$ cat config.mk
export PLATFORM = sky130hd
export DESIGN_NAME = led_brightness_mode_controller_unit
export DESIGN_NICKNAME = d
export VERILOG_FILES = /design/src/sv/lbmc_pkg.sv /design/src/sv/lbmc_rem_stage.sv /design/src/sv/lbmc_mode_ctrl.sv /design/src/sv/led_brightness_mode_controller_unit.sv
export SDC_FILE = /design/constraint.sdc
export NUM_CORES = 1
export LEC_CHECK = 0
export BUFFER_PORTS_ARGS = -buffer_cell sky130_fd_sc_hd__buf_2
export CORE_MARGIN = 1
export CORE_UTILIZATION = 65
export CTS_CLUSTER_SIZE = 20
export DETAILED_ROUTE_END_ITERATION = 12
export HOLD_SLACK_MARGIN = 0.1
export PLACE_DENSITY_LB_ADDON = 0.15
export SYNTH_ARGS = -nofsm -noshare
export SYNTH_HDL_FRONTEND = slang
export SYNTH_SLANG_ARGS = --single-unit
$ cat constraint.sdc
create_clock -name clk -period 19.66 [get_ports clk]
set_input_delay 1.966 -clock clk [delete_from_list [all_inputs] [get_ports clk]]
set_output_delay 1.966 -clock clk [all_outputs]
set_load 0.005 [all_outputs]
$ cat src/sv/lbmc_pkg.sv
package lbmc_pkg;

    // Field widths
    localparam int CMD_W   = 4;
    localparam int HC_W    = 16;
    localparam int HP_W    = 8;
    localparam int DUTY_W  = 8;
    localparam int LEVEL_W = 3;
    localparam int GAP_W   = 3;

    // Remainder pipeline: bits of hold count consumed per stage
    localparam int REM_STEPS  = 4;
    localparam int REM_STAGES = HC_W / REM_STEPS;

    // Event codes
    localparam logic [CMD_W-1:0] CMD_PRESS    = 4'd0;
    localparam logic [CMD_W-1:0] CMD_RELEASE  = 4'd1;
    localparam logic [CMD_W-1:0] CMD_CLICK1   = 4'd2;
    localparam logic [CMD_W-1:0] CMD_CLICK2   = 4'd3;
    localparam logic [CMD_W-1:0] CMD_CLICK3   = 4'd4;
    localparam logic [CMD_W-1:0] CMD_HOLD     = 4'd5;
    localparam logic [CMD_W-1:0] CMD_HOT      = 4'd6;
    localparam logic [CMD_W-1:0] CMD_COOL     = 4'd7;
    localparam logic [CMD_W-1:0] CMD_TICK     = 4'd8;
    localparam logic [CMD_W-1:0] CMD_LOW_VOLT = 4'd9;

    // Reset values and limits
    localparam int                 TOP_LEVEL_DEF      = 6;
    localparam logic [HP_W-1:0]    HOLD_PERIOD_RST    = 8'd24;
    localparam logic [LEVEL_W-1:0] REMEMBERED_RST     = 3'd1;
    localparam logic [GAP_W-1:0]   STROBE_GAP_RST     = 3'd2;
    localparam logic [GAP_W:0]     STROBE_SPEEDS      = 4'd6;
    localparam logic [GAP_W-1:0]   FLASH_LONG_GAP     = 3'd3;
    localparam logic [LEVEL_W-1:0] TABLE_LAST         = 3'd6;

    typedef enum logic [1:0] {
        MODE_OFF,
        MODE_STEADY,
        MODE_STROBE
    } mode_t;

    // Item moving through the remainder pipeline
    typedef struct packed {
        logic [CMD_W-1:0] cmd;
        logic [HC_W-1:0]  num;
        logic [HP_W-1:0]  rem;
    } rem_item_t;

    // Result item
    typedef struct packed {
        logic                flash_long;
        logic                flash;
        logic [LEVEL_W-1:0]  level_now;
        mode_t               mode_now;
        logic [DUTY_W-1:0]   duty_boost;
        logic [DUTY_W-1:0]   duty_main;
    } res_t;

    // Level tables; indexes above the last entry read the last entry
    function automatic logic [DUTY_W-1:0] main_lut(input logic [LEVEL_W-1:0] lv);
        logic [DUTY_W-1:0] d;
        case (lv)
            3'd0:    d = 8'd3;
            3'd1:    d = 8'd18;
            3'd2:    d = 8'd110;
            3'd3:    d = 8'd255;
            3'd4:    d = 8'd255;
            3'd5:    d = 8'd255;
            default: d = 8'd0;
        endcase
        return d;
    endfunction

    function automatic logic [DUTY_W-1:0] boost_lut(input logic [LEVEL_W-1:0] lv);
        logic [DUTY_W-1:0] d;
        case (lv)
            3'd0:    d = 8'd0;
            3'd1:    d = 8'd0;
            3'd2:    d = 8'd0;
            3'd3:    d = 8'd9;
            3'd4:    d = 8'd58;
            3'd5:    d = 8'd138;
            default: d = 8'd255;
        endcase
        return d;
    endfunction

endpackage

$ cat src/sv/lbmc_rem_stage.sv
module lbmc_rem_stage (
    input  logic                    clk,
    input  logic                    rst_n,
    input  logic [lbmc_pkg::HP_W-1:0] hold_period,
    input  logic                    in_valid,
    output logic                    in_ready,
    input  lbmc_pkg::rem_item_t     in_item,
    output logic                    out_valid,
    input  logic                    out_ready,
    output lbmc_pkg::rem_item_t     out_item
);
    import lbmc_pkg::*;

    logic      valid_reg;
    rem_item_t item_reg;
    rem_item_t item_next;

    // Restoring remainder steps, one dividend bit each
    always_comb
    begin
        logic [HP_W:0] r;
        item_next = in_item;
        for (int i = 0; i < REM_STEPS; i++)
        begin
            r = {item_next.rem, item_next.num[HC_W-1]};
            if (r >= {1'b0, hold_period})
            begin
                r = r - {1'b0, hold_period};
            end
            item_next.rem = r[HP_W-1:0];
            item_next.num = {item_next.num[HC_W-2:0], 1'b0};
        end
    end

    assign in_ready  = !valid_reg || out_ready;
    assign out_valid = valid_reg;
    assign out_item  = item_reg;

    // Stage valid
    always_ff @(posedge clk or negedge rst_n)
    begin
        if (!rst_n)
        begin
            valid_reg <= 1'b0;
        end
        else if (in_ready)
        begin
            valid_reg <= in_valid;
        end
    end

    // Stage payload
    always_ff @(posedge clk)
    begin
        if (in_valid && in_ready)
        begin
            item_reg <= item_next;
        end
    end

endmodule

$ cat src/sv/lbmc_mode_ctrl.sv
module lbmc_mode_ctrl #(
    parameter int TOP_LEVEL = lbmc_pkg::TOP_LEVEL_DEF
) (
    input  logic                       clk,
    input  logic                       rst_n,
    input  logic                       in_valid,
    output logic                       in_ready,
    input  logic [lbmc_pkg::CMD_W-1:0] in_cmd,
    input  logic                       in_step,
    output logic                       out_valid,
    input  logic                       out_ready,
    output lbmc_pkg::res_t             out_res
);
    import lbmc_pkg::*;

    localparam logic [LEVEL_W:0]   TopLvl  = (LEVEL_W + 1)'(TOP_LEVEL);
    localparam logic [LEVEL_W-1:0] TopLow  = TopLvl[LEVEL_W-1:0];
    // Level after a hold step, indexed by the current level
    localparam logic [LEVEL_W-1:0] WRAP_TAB [8] = '{
        3'(1 % (TOP_LEVEL + 1)), 3'(2 % (TOP_LEVEL + 1)),
        3'(3 % (TOP_LEVEL + 1)), 3'(4 % (TOP_LEVEL + 1)),
        3'(5 % (TOP_LEVEL + 1)), 3'(6 % (TOP_LEVEL + 1)),
        3'(7 % (TOP_LEVEL + 1)), 3'(8 % (TOP_LEVEL + 1))
    };

    mode_t              mode_reg, mode_next;
    logic [LEVEL_W-1:0] level_reg, level_next;
    logic [LEVEL_W-1:0] remem_reg, remem_next;
    logic [LEVEL_W-1:0] goal_reg, goal_next;
    logic [GAP_W-1:0]   frame_reg, frame_next;
    logic [GAP_W-1:0]   gap_reg, gap_next;
    logic [DUTY_W-1:0]  duty_a_reg, duty_a_next;
    logic [DUTY_W-1:0]  duty_b_reg, duty_b_next;
    logic               out_valid_reg;
    res_t               res_reg, res_next;
    logic               accept;

    assign in_ready  = !out_valid_reg || out_ready;
    assign accept    = in_valid && in_ready;
    assign out_valid = out_valid_reg;
    assign out_res   = res_reg;

    // Event handling per mode
    always_comb
    begin
        logic [LEVEL_W-1:0] lv;
        logic               apply;
        logic               go_off;
        logic               flash;
        logic               flash_long;
        logic [GAP_W:0]     inc;

        mode_next   = mode_reg;
        level_next  = level_reg;
        remem_next  = remem_reg;
        goal_next   = goal_reg;
        frame_next  = frame_reg;
        gap_next    = gap_reg;
        duty_a_next = duty_a_reg;
        duty_b_next = duty_b_reg;
        lv          = level_reg;
        apply       = 1'b0;
        go_off      = 1'b0;
        flash       = 1'b0;
        flash_long  = 1'b0;
        inc         = '0;

        case (mode_reg)
            MODE_STEADY:
            begin
                case (in_cmd)
                    CMD_CLICK1: go_off = 1'b1;
                    CMD_CLICK2:
                    begin
                        if ({1'b0, level_reg} < TopLvl)
                        begin
                            remem_next = level_reg;
                            goal_next  = TopLow;
                            lv         = TopLow;
                        end
                        else
                        begin
                            goal_next = remem_reg;
                            lv        = remem_reg;
                        end
                        apply = 1'b1;
                    end
                    CMD_CLICK3:
                    begin
                        mode_next  = MODE_STROBE;
                        frame_next = '0;
                    end
                    CMD_HOLD:
                    begin
                        if (in_step)
                        begin
                            remem_next = WRAP_TAB[level_reg];
                            goal_next  = WRAP_TAB[level_reg];
                            lv         = WRAP_TAB[level_reg];
                            apply      = 1'b1;
                        end
                    end
                    CMD_HOT:
                    begin
                        if (level_reg > 3'd1)
                        begin
                            lv    = level_reg - 3'd1;
                            apply = 1'b1;
                        end
                    end
                    CMD_COOL:
                    begin
                        if (level_reg < goal_reg)
                        begin
                            lv    = level_reg + 3'd1;
                            apply = 1'b1;
                        end
                    end
                    CMD_LOW_VOLT:
                    begin
                        if (level_reg != 3'd0)
                        begin
                            lv    = level_reg - 3'd1;
                            apply = 1'b1;
                        end
                        else
                        begin
                            go_off = 1'b1;
                        end
                    end
                    default: ;
                endcase
            end
            MODE_STROBE:
            begin
                case (in_cmd)
                    CMD_TICK:
                    begin
                        if (frame_reg == '0)
                        begin
                            flash       = 1'b1;
                            flash_long  = (gap_reg >= FLASH_LONG_GAP);
                            duty_a_next = '0;
                            duty_b_next = '0;
                        end
                        inc = {1'b0, frame_reg} + 4'd1;
                        frame_next = (inc > {1'b0, gap_reg}) ? '0 : inc[GAP_W-1:0];
                    end
                    CMD_CLICK1: go_off = 1'b1;
                    CMD_CLICK2:
                    begin
                        // Re-enter steady at the remembered level
                        mode_next = MODE_STEADY;
                        goal_next = remem_reg;
                        lv        = remem_reg;
                        apply     = 1'b1;
                    end
                    CMD_HOLD:
                    begin
                        if (in_step)
                        begin
                            inc = {1'b0, gap_reg} + 4'd1;
                            if (inc >= STROBE_SPEEDS)
                            begin
                                inc = inc - STROBE_SPEEDS;
                            end
                            gap_next   = inc[GAP_W-1:0];
                            frame_next = '0;
                        end
                    end
                    CMD_LOW_VOLT:
                    begin
                        mode_next = MODE_STEADY;
                        if (TopLvl > 4'd1)
                        begin
                            remem_next = 3'd1;
                        end
                        goal_next = 3'd1;
                        lv        = 3'd1;
                        apply     = 1'b1;
                    end
                    default: ;
                endcase
            end
            default:
            begin
                case (in_cmd)
                    CMD_PRESS:
                    begin
                        lv    = '0;
                        apply = 1'b1;
                    end
                    CMD_RELEASE:
                    begin
                        lv    = remem_reg;
                        apply = 1'b1;
                    end
                    CMD_CLICK1:
                    begin
                        mode_next = MODE_STEADY;
                        goal_next = remem_reg;
                        lv        = remem_reg;
                        apply     = 1'b1;
                    end
                    CMD_CLICK2:
                    begin
                        mode_next = MODE_STEADY;
                        goal_next = TopLow;
                        lv        = TopLow;
                        apply     = 1'b1;
                    end
                    CMD_CLICK3:
                    begin
                        mode_next  = MODE_STROBE;
                        frame_next = '0;
                    end
                    CMD_HOLD:
                    begin
                        mode_next = MODE_STEADY;
                        goal_next = '0;
                        lv        = '0;
                        apply     = 1'b1;
                    end
                    default: ;
                endcase
            end
        endcase

        // Level apply: table lookup with clamp to the last entry
        if (apply)
        begin
            level_next  = lv;
            duty_a_next = main_lut((lv > TABLE_LAST) ? TABLE_LAST : lv);
            duty_b_next = boost_lut((lv > TABLE_LAST) ? TABLE_LAST : lv);
        end
        if (go_off)
        begin
            mode_next   = MODE_OFF;
            duty_a_next = '0;
            duty_b_next = '0;
        end

        res_next.duty_main  = duty_a_next;
        res_next.duty_boost = duty_b_next;
        res_next.mode_now   = mode_next;
        res_next.level_now  = level_next;
        res_next.flash      = flash;
        res_next.flash_long = flash_long;
    end

    // Mode state and output valid
    always_ff @(posedge clk or negedge rst_n)
    begin
        if (!rst_n)
        begin
            mode_reg      <= MODE_OFF;
            level_reg     <= '0;
            remem_reg     <= REMEMBERED_RST;
            goal_reg      <= '0;
            frame_reg     <= '0;
            gap_reg       <= STROBE_GAP_RST;
            duty_a_reg    <= '0;
            duty_b_reg    <= '0;
            out_valid_reg <= 1'b0;
        end
        else
        begin
            if (accept)
            begin
                mode_reg   <= mode_next;
                level_reg  <= level_next;
                remem_reg  <= remem_next;
                goal_reg   <= goal_next;
                frame_reg  <= frame_next;
                gap_reg    <= gap_next;
                duty_a_reg <= duty_a_next;
                duty_b_reg <= duty_b_next;
            end
            if (in_ready)
            begin
                out_valid_reg <= in_valid;
            end
        end
    end

    // Result register
    always_ff @(posedge clk)
    begin
        if (accept)
        begin
            res_reg <= res_next;
        end
    end

endmodule

$ cat src/sv/led_brightness_mode_controller_unit.sv
// Pipeline: 4 remainder stages, then the result register.
// Throughput: one event per cycle while m_tready is high; the hold-count remainder pipeline and the
// registered mode update both take a new item every cycle while the output is not stalled.
// Reset: rst_n is asynchronous, active low; mode off, level 0, remembered level 1,
// strobe gap 2, duties 0, hold period 24, pipeline empty.
module led_brightness_mode_controller_unit #(
    parameter int TOP_LEVEL = lbmc_pkg::TOP_LEVEL_DEF
) (
    input  logic        clk,
    input  logic        rst_n,
    input  logic        cfg_we,
    input  logic [7:0]  cfg_wdata,   // hold_period
    input  logic        s_tvalid,
    output logic        s_tready,
    input  logic [15:0] s_tdata,     // [15:0] hold_count
    input  logic [3:0]  s_tuser,     // [3:0] cmd
    output logic        m_tvalid,
    input  logic        m_tready,
    output logic [23:0] m_tdata      // [7:0] duty_main, [15:8] duty_boost, [17:16] mode_now,
                                     // [20:18] level_now, [21] flash, [22] flash_long, [23] zero
);
    import lbmc_pkg::*;

    logic [HP_W-1:0] hold_period_reg;
    logic            link_valid [REM_STAGES+1];
    logic            link_ready [REM_STAGES+1];
    rem_item_t       link_item  [REM_STAGES+1];
    logic            step;
    res_t            res;

    // Configuration register
    always_ff @(posedge clk or negedge rst_n)
    begin
        if (!rst_n)
        begin
            hold_period_reg <= HOLD_PERIOD_RST;
        end
        else if (cfg_we)
        begin
            hold_period_reg <= cfg_wdata;
        end
    end

    // Pipeline entry
    assign link_valid[0] = s_tvalid;
    assign s_tready      = link_ready[0];
    assign link_item[0]  = '{cmd: s_tuser, num: s_tdata, rem: '0};

    // Hold-count remainder stages
    for (genvar g = 0; g < REM_STAGES; g++)
    begin : g_rem
        lbmc_rem_stage u_stage (
            .clk         (clk),
            .rst_n       (rst_n),
            .hold_period (hold_period_reg),
            .in_valid    (link_valid[g]),
            .in_ready    (link_ready[g]),
            .in_item     (link_item[g]),
            .out_valid   (link_valid[g+1]),
            .out_ready   (link_ready[g+1]),
            .out_item    (link_item[g+1])
        );
    end

    // Hold step fires when the period divides the hold count
    assign step = (hold_period_reg != '0) && (link_item[REM_STAGES].rem == '0);

    lbmc_mode_ctrl #(
        .TOP_LEVEL (TOP_LEVEL)
    ) u_mode (
        .clk       (clk),
        .rst_n     (rst_n),
        .in_valid  (link_valid[REM_STAGES]),
        .in_ready  (link_ready[REM_STAGES]),
        .in_cmd    (link_item[REM_STAGES].cmd),
        .in_step   (step),
        .out_valid (m_tvalid),
        .out_ready (m_tready),
        .out_res   (res)
    );

    assign m_tdata = {1'b0, res};

endmodule

==> key figures <==
Clock tree
  – # H-tree levels: 4
  – Maximum buffer depth of the clock tree: 2
  – Post-CTS Setup Bufs: 0
  – Clock-pin slew on the worst setup and hold paths: 0.06 ns
  – Root buf cell: clkbuf_16
  – Sink Count: 141
  – Total CTS buffers: 17
  – Insertion delay to the later sink of the worst-skew pair: 0.43 ns
  – Cts repair resizes: 0
  – CTS tree: done
  – Post-CTS Hold Buffers: 0

Layout
  – Largest register FFs: 72
  – Layout overhead on the synthesized area: 8.73%
  – Layout Cells excl Fill: 1,731
  – Nets@finish: 1,641
  – Share of layout cells above drive strength 1: 13.4%
  – Antenna Cells: 0
  – Util after Layout: 72.1%

Placement
  – Placed Cells: 1,699
  – Dpl hpwl: 23.1 mm
  – Buffers added on ports: 57
  – Placement Setup Slack: 9.86 ns
  – RD Place Congestion: 0.981

Hold path
  – Hold path endpoint: g_rem[2].u_stage.out_item[23]
  – Hold_sp: g_rem[1].u_stage.out_item[19]
  – Hold Path Depth: 0
  – Hold crit path type: reg -> reg

Global routing
  – GRT Util Overall: 32.0%
  – First-pass GRT wire length: 51.2 mm
  – Met3 Usage GRT: 3.72%
  – Largest net degree at the start of global routing: 47
  – Met1 GRT Util: 40.6%
  – Met2 Use GR: 54.4%
  – Layer with the highest usage: met2
  – Initial antenna violation count: 0
  – Global route total overflow: 0
  – Vias in the first global route: 10.6k

Logic synthesis
  – Library cells used by synthesis: 99
  – Flops & latches, synth: 141
  – Number of synthesized flops with an enable pin: 95
  – Mapped Area: 12,900 um^2
  – Area contributors post-synth: edfxtp_1, ha_1, dfrtp_1, mux2_2, nand2_1
  – Synth async-reset ratio: 32.6%
  – Commonest cells post-synth: ha_1, nand2_1, edfxtp_1, nor2_1, o21ai_0
  – Post-synth top flop: edfxtp_1
  – Sequential fraction of the synthesis area: 31.0%
  – Synth Instances: 1,399
  – Most common cell in the synthesized netlist: ha_1
  – Synthesized Nets: 1,587
  – Syn Area/Cell: 9.23 um^2
  – Ys Warns: 0
  – Synth top area share: 22.1%
  – Post-synth top area cell: edfxtp_1

Critical path
  – Required @ worst endpoint: 19.83 ns
  – Worst R2R Setup Slack: 9.72 ns
  – CP Class: reg -> reg
  – Crit-path max cell delay: 0.51 ns
  – CP Max Fanout: 18
  – Critical path arrival: 10.11 ns
  – Slowest cell on crit path: and2_1
  – FF-to-FF path depth: 37
  – RR Endpoint: g_rem[1].u_stage.out_item[6]
  – Critical Path Sink Type: register
  – R2R Path Start: hold_period_reg[1]
  – CP Launch Type: register
  – Most used cell, CP: o21ai_0

Floorplanning
  – Die Ht: 143 um
  – Initial Utilization: 66.4%
  – Die W: 143 um
  – Core area: 19,500 um^2
  – Die area: 20,400 um^2
  – Row Count: 51
  – # IOs: 59

Detailed routing
  – Routed WL per cell: 17.9 um
  – Post-route ant nets: 0
  – Via-to-Cell Ratio: 6.32
  – WL final: 30.9 mm
  – Via count: 10.9k
  – Residual DRC count: 0
  – DRT Pass-1 Iters: 5
  – Initial DRC Count: 734

Timing
  – Pins Over Slew Limit: 0
  – Worst-Margin Slew: 1.08 ns
  – Fin. Hold Viols: 0
  – Final setup fails: 0
  – TNS Setup: 0 ns
  – Minimum clock period: 9.94 ns
  – Unrepaired setup endpoints after global routing: false
  – Slew HR: 28.1%
  – Final period util: 50.6%
  – Max Freq: 0.101 GHz
  – Worst Setup Slack, final: 9.72 ns
  – Clock skew: 0.0143 ns

Status
  – Status: finished clean

Run
  – Max-Cap Viols: 0
-- worst max path at each step --
stage / start / end / slack, ns / cells after the start
5_1_grt: hold_period_reg[1] / g_rem[1].u_stage.out_item[6] / 8.86 / 37
2_1_floorplan: hold_period_reg[1] / g_rem[1].u_stage.out_item[6] / 10.60 / 39
3_3_place_gp: hold_period_reg[1] / g_rem[1].u_stage.out_item[6] / 10.17 / 37
4_1_cts: hold_period_reg[1] / g_rem[1].u_stage.out_item[6] / 9.82 / 37
6_report: hold_period_reg[1] / g_rem[1].u_stage.out_item[6] / 9.72 / 37
3_5_place_dp: hold_period_reg[1] / g_rem[1].u_stage.out_item[6] / 9.86 / 37
-- cell families after synthesis --
kind of cell | share of synthesized area [%]
DFF | 31.0
AOI/OAI and AO/OA | 20.3
and+or+nand+nor | 17.0
muxes | 7.01
other | 0.0290
buffers and inverters | 3.78
xor gates and xnor gates | 4.88
adders and majority gates | 16.0
-- through the flow --
stage	area, um^2	hold slack, ns
CTS	14000	0.419
detailed placement	13500	0.405
global placement	13500	0.402
finish	14000	0.420
global route	14000	0.426
floorplan	12900	0.400
-- placed cells by master (no fill, tap or decap), drive strengths merged, types with 22 or more instances in the layout --
master and count:
ha 140, nand2 128, o21ai 101, nor2 96
inv 96, edfxtp 95, a21oi 88, buf 68
mux2 61, xnor2 51, dfrtp 42, nor3 40
nor2b 33, a21o 31, nand3 29, a31oi 25
and2 22
-- per-layer routing --
metal,vias to the layer above,routed length (um)
met5,-,0
li1,5301,-
met1,5186,13400
met4,0,1020
met3,79,1630
met2,371,14900
-- final cells by class --
class / count / area, um^2
Multi-Input combinational cell: 1135 / 8420
Fill cell: 1487 / 5420
Sequential cell: 141 / 4010
Clock buffer: 17 / 425
Timing Repair Buffer: 68 / 368
Inverter: 90 / 338
Tap cell: 265 / 332
Clock inverter: 15 / 153
-- critical path: cells and delay by family, from the launching register on --
family	cells	cell delay, ns
buffers and inverters	4	0.88
AO/OA/AOI/OAI	23	5.79
adder cells (fa/ha/maj)	4	1.30
flip-flops	1	0.36
AND/OR/NAND/NOR	6	1.34
Power is left out: the tool's default activity adds up to more than one toggle a clock period on the data nets, which glitch-free logic cannot reach.
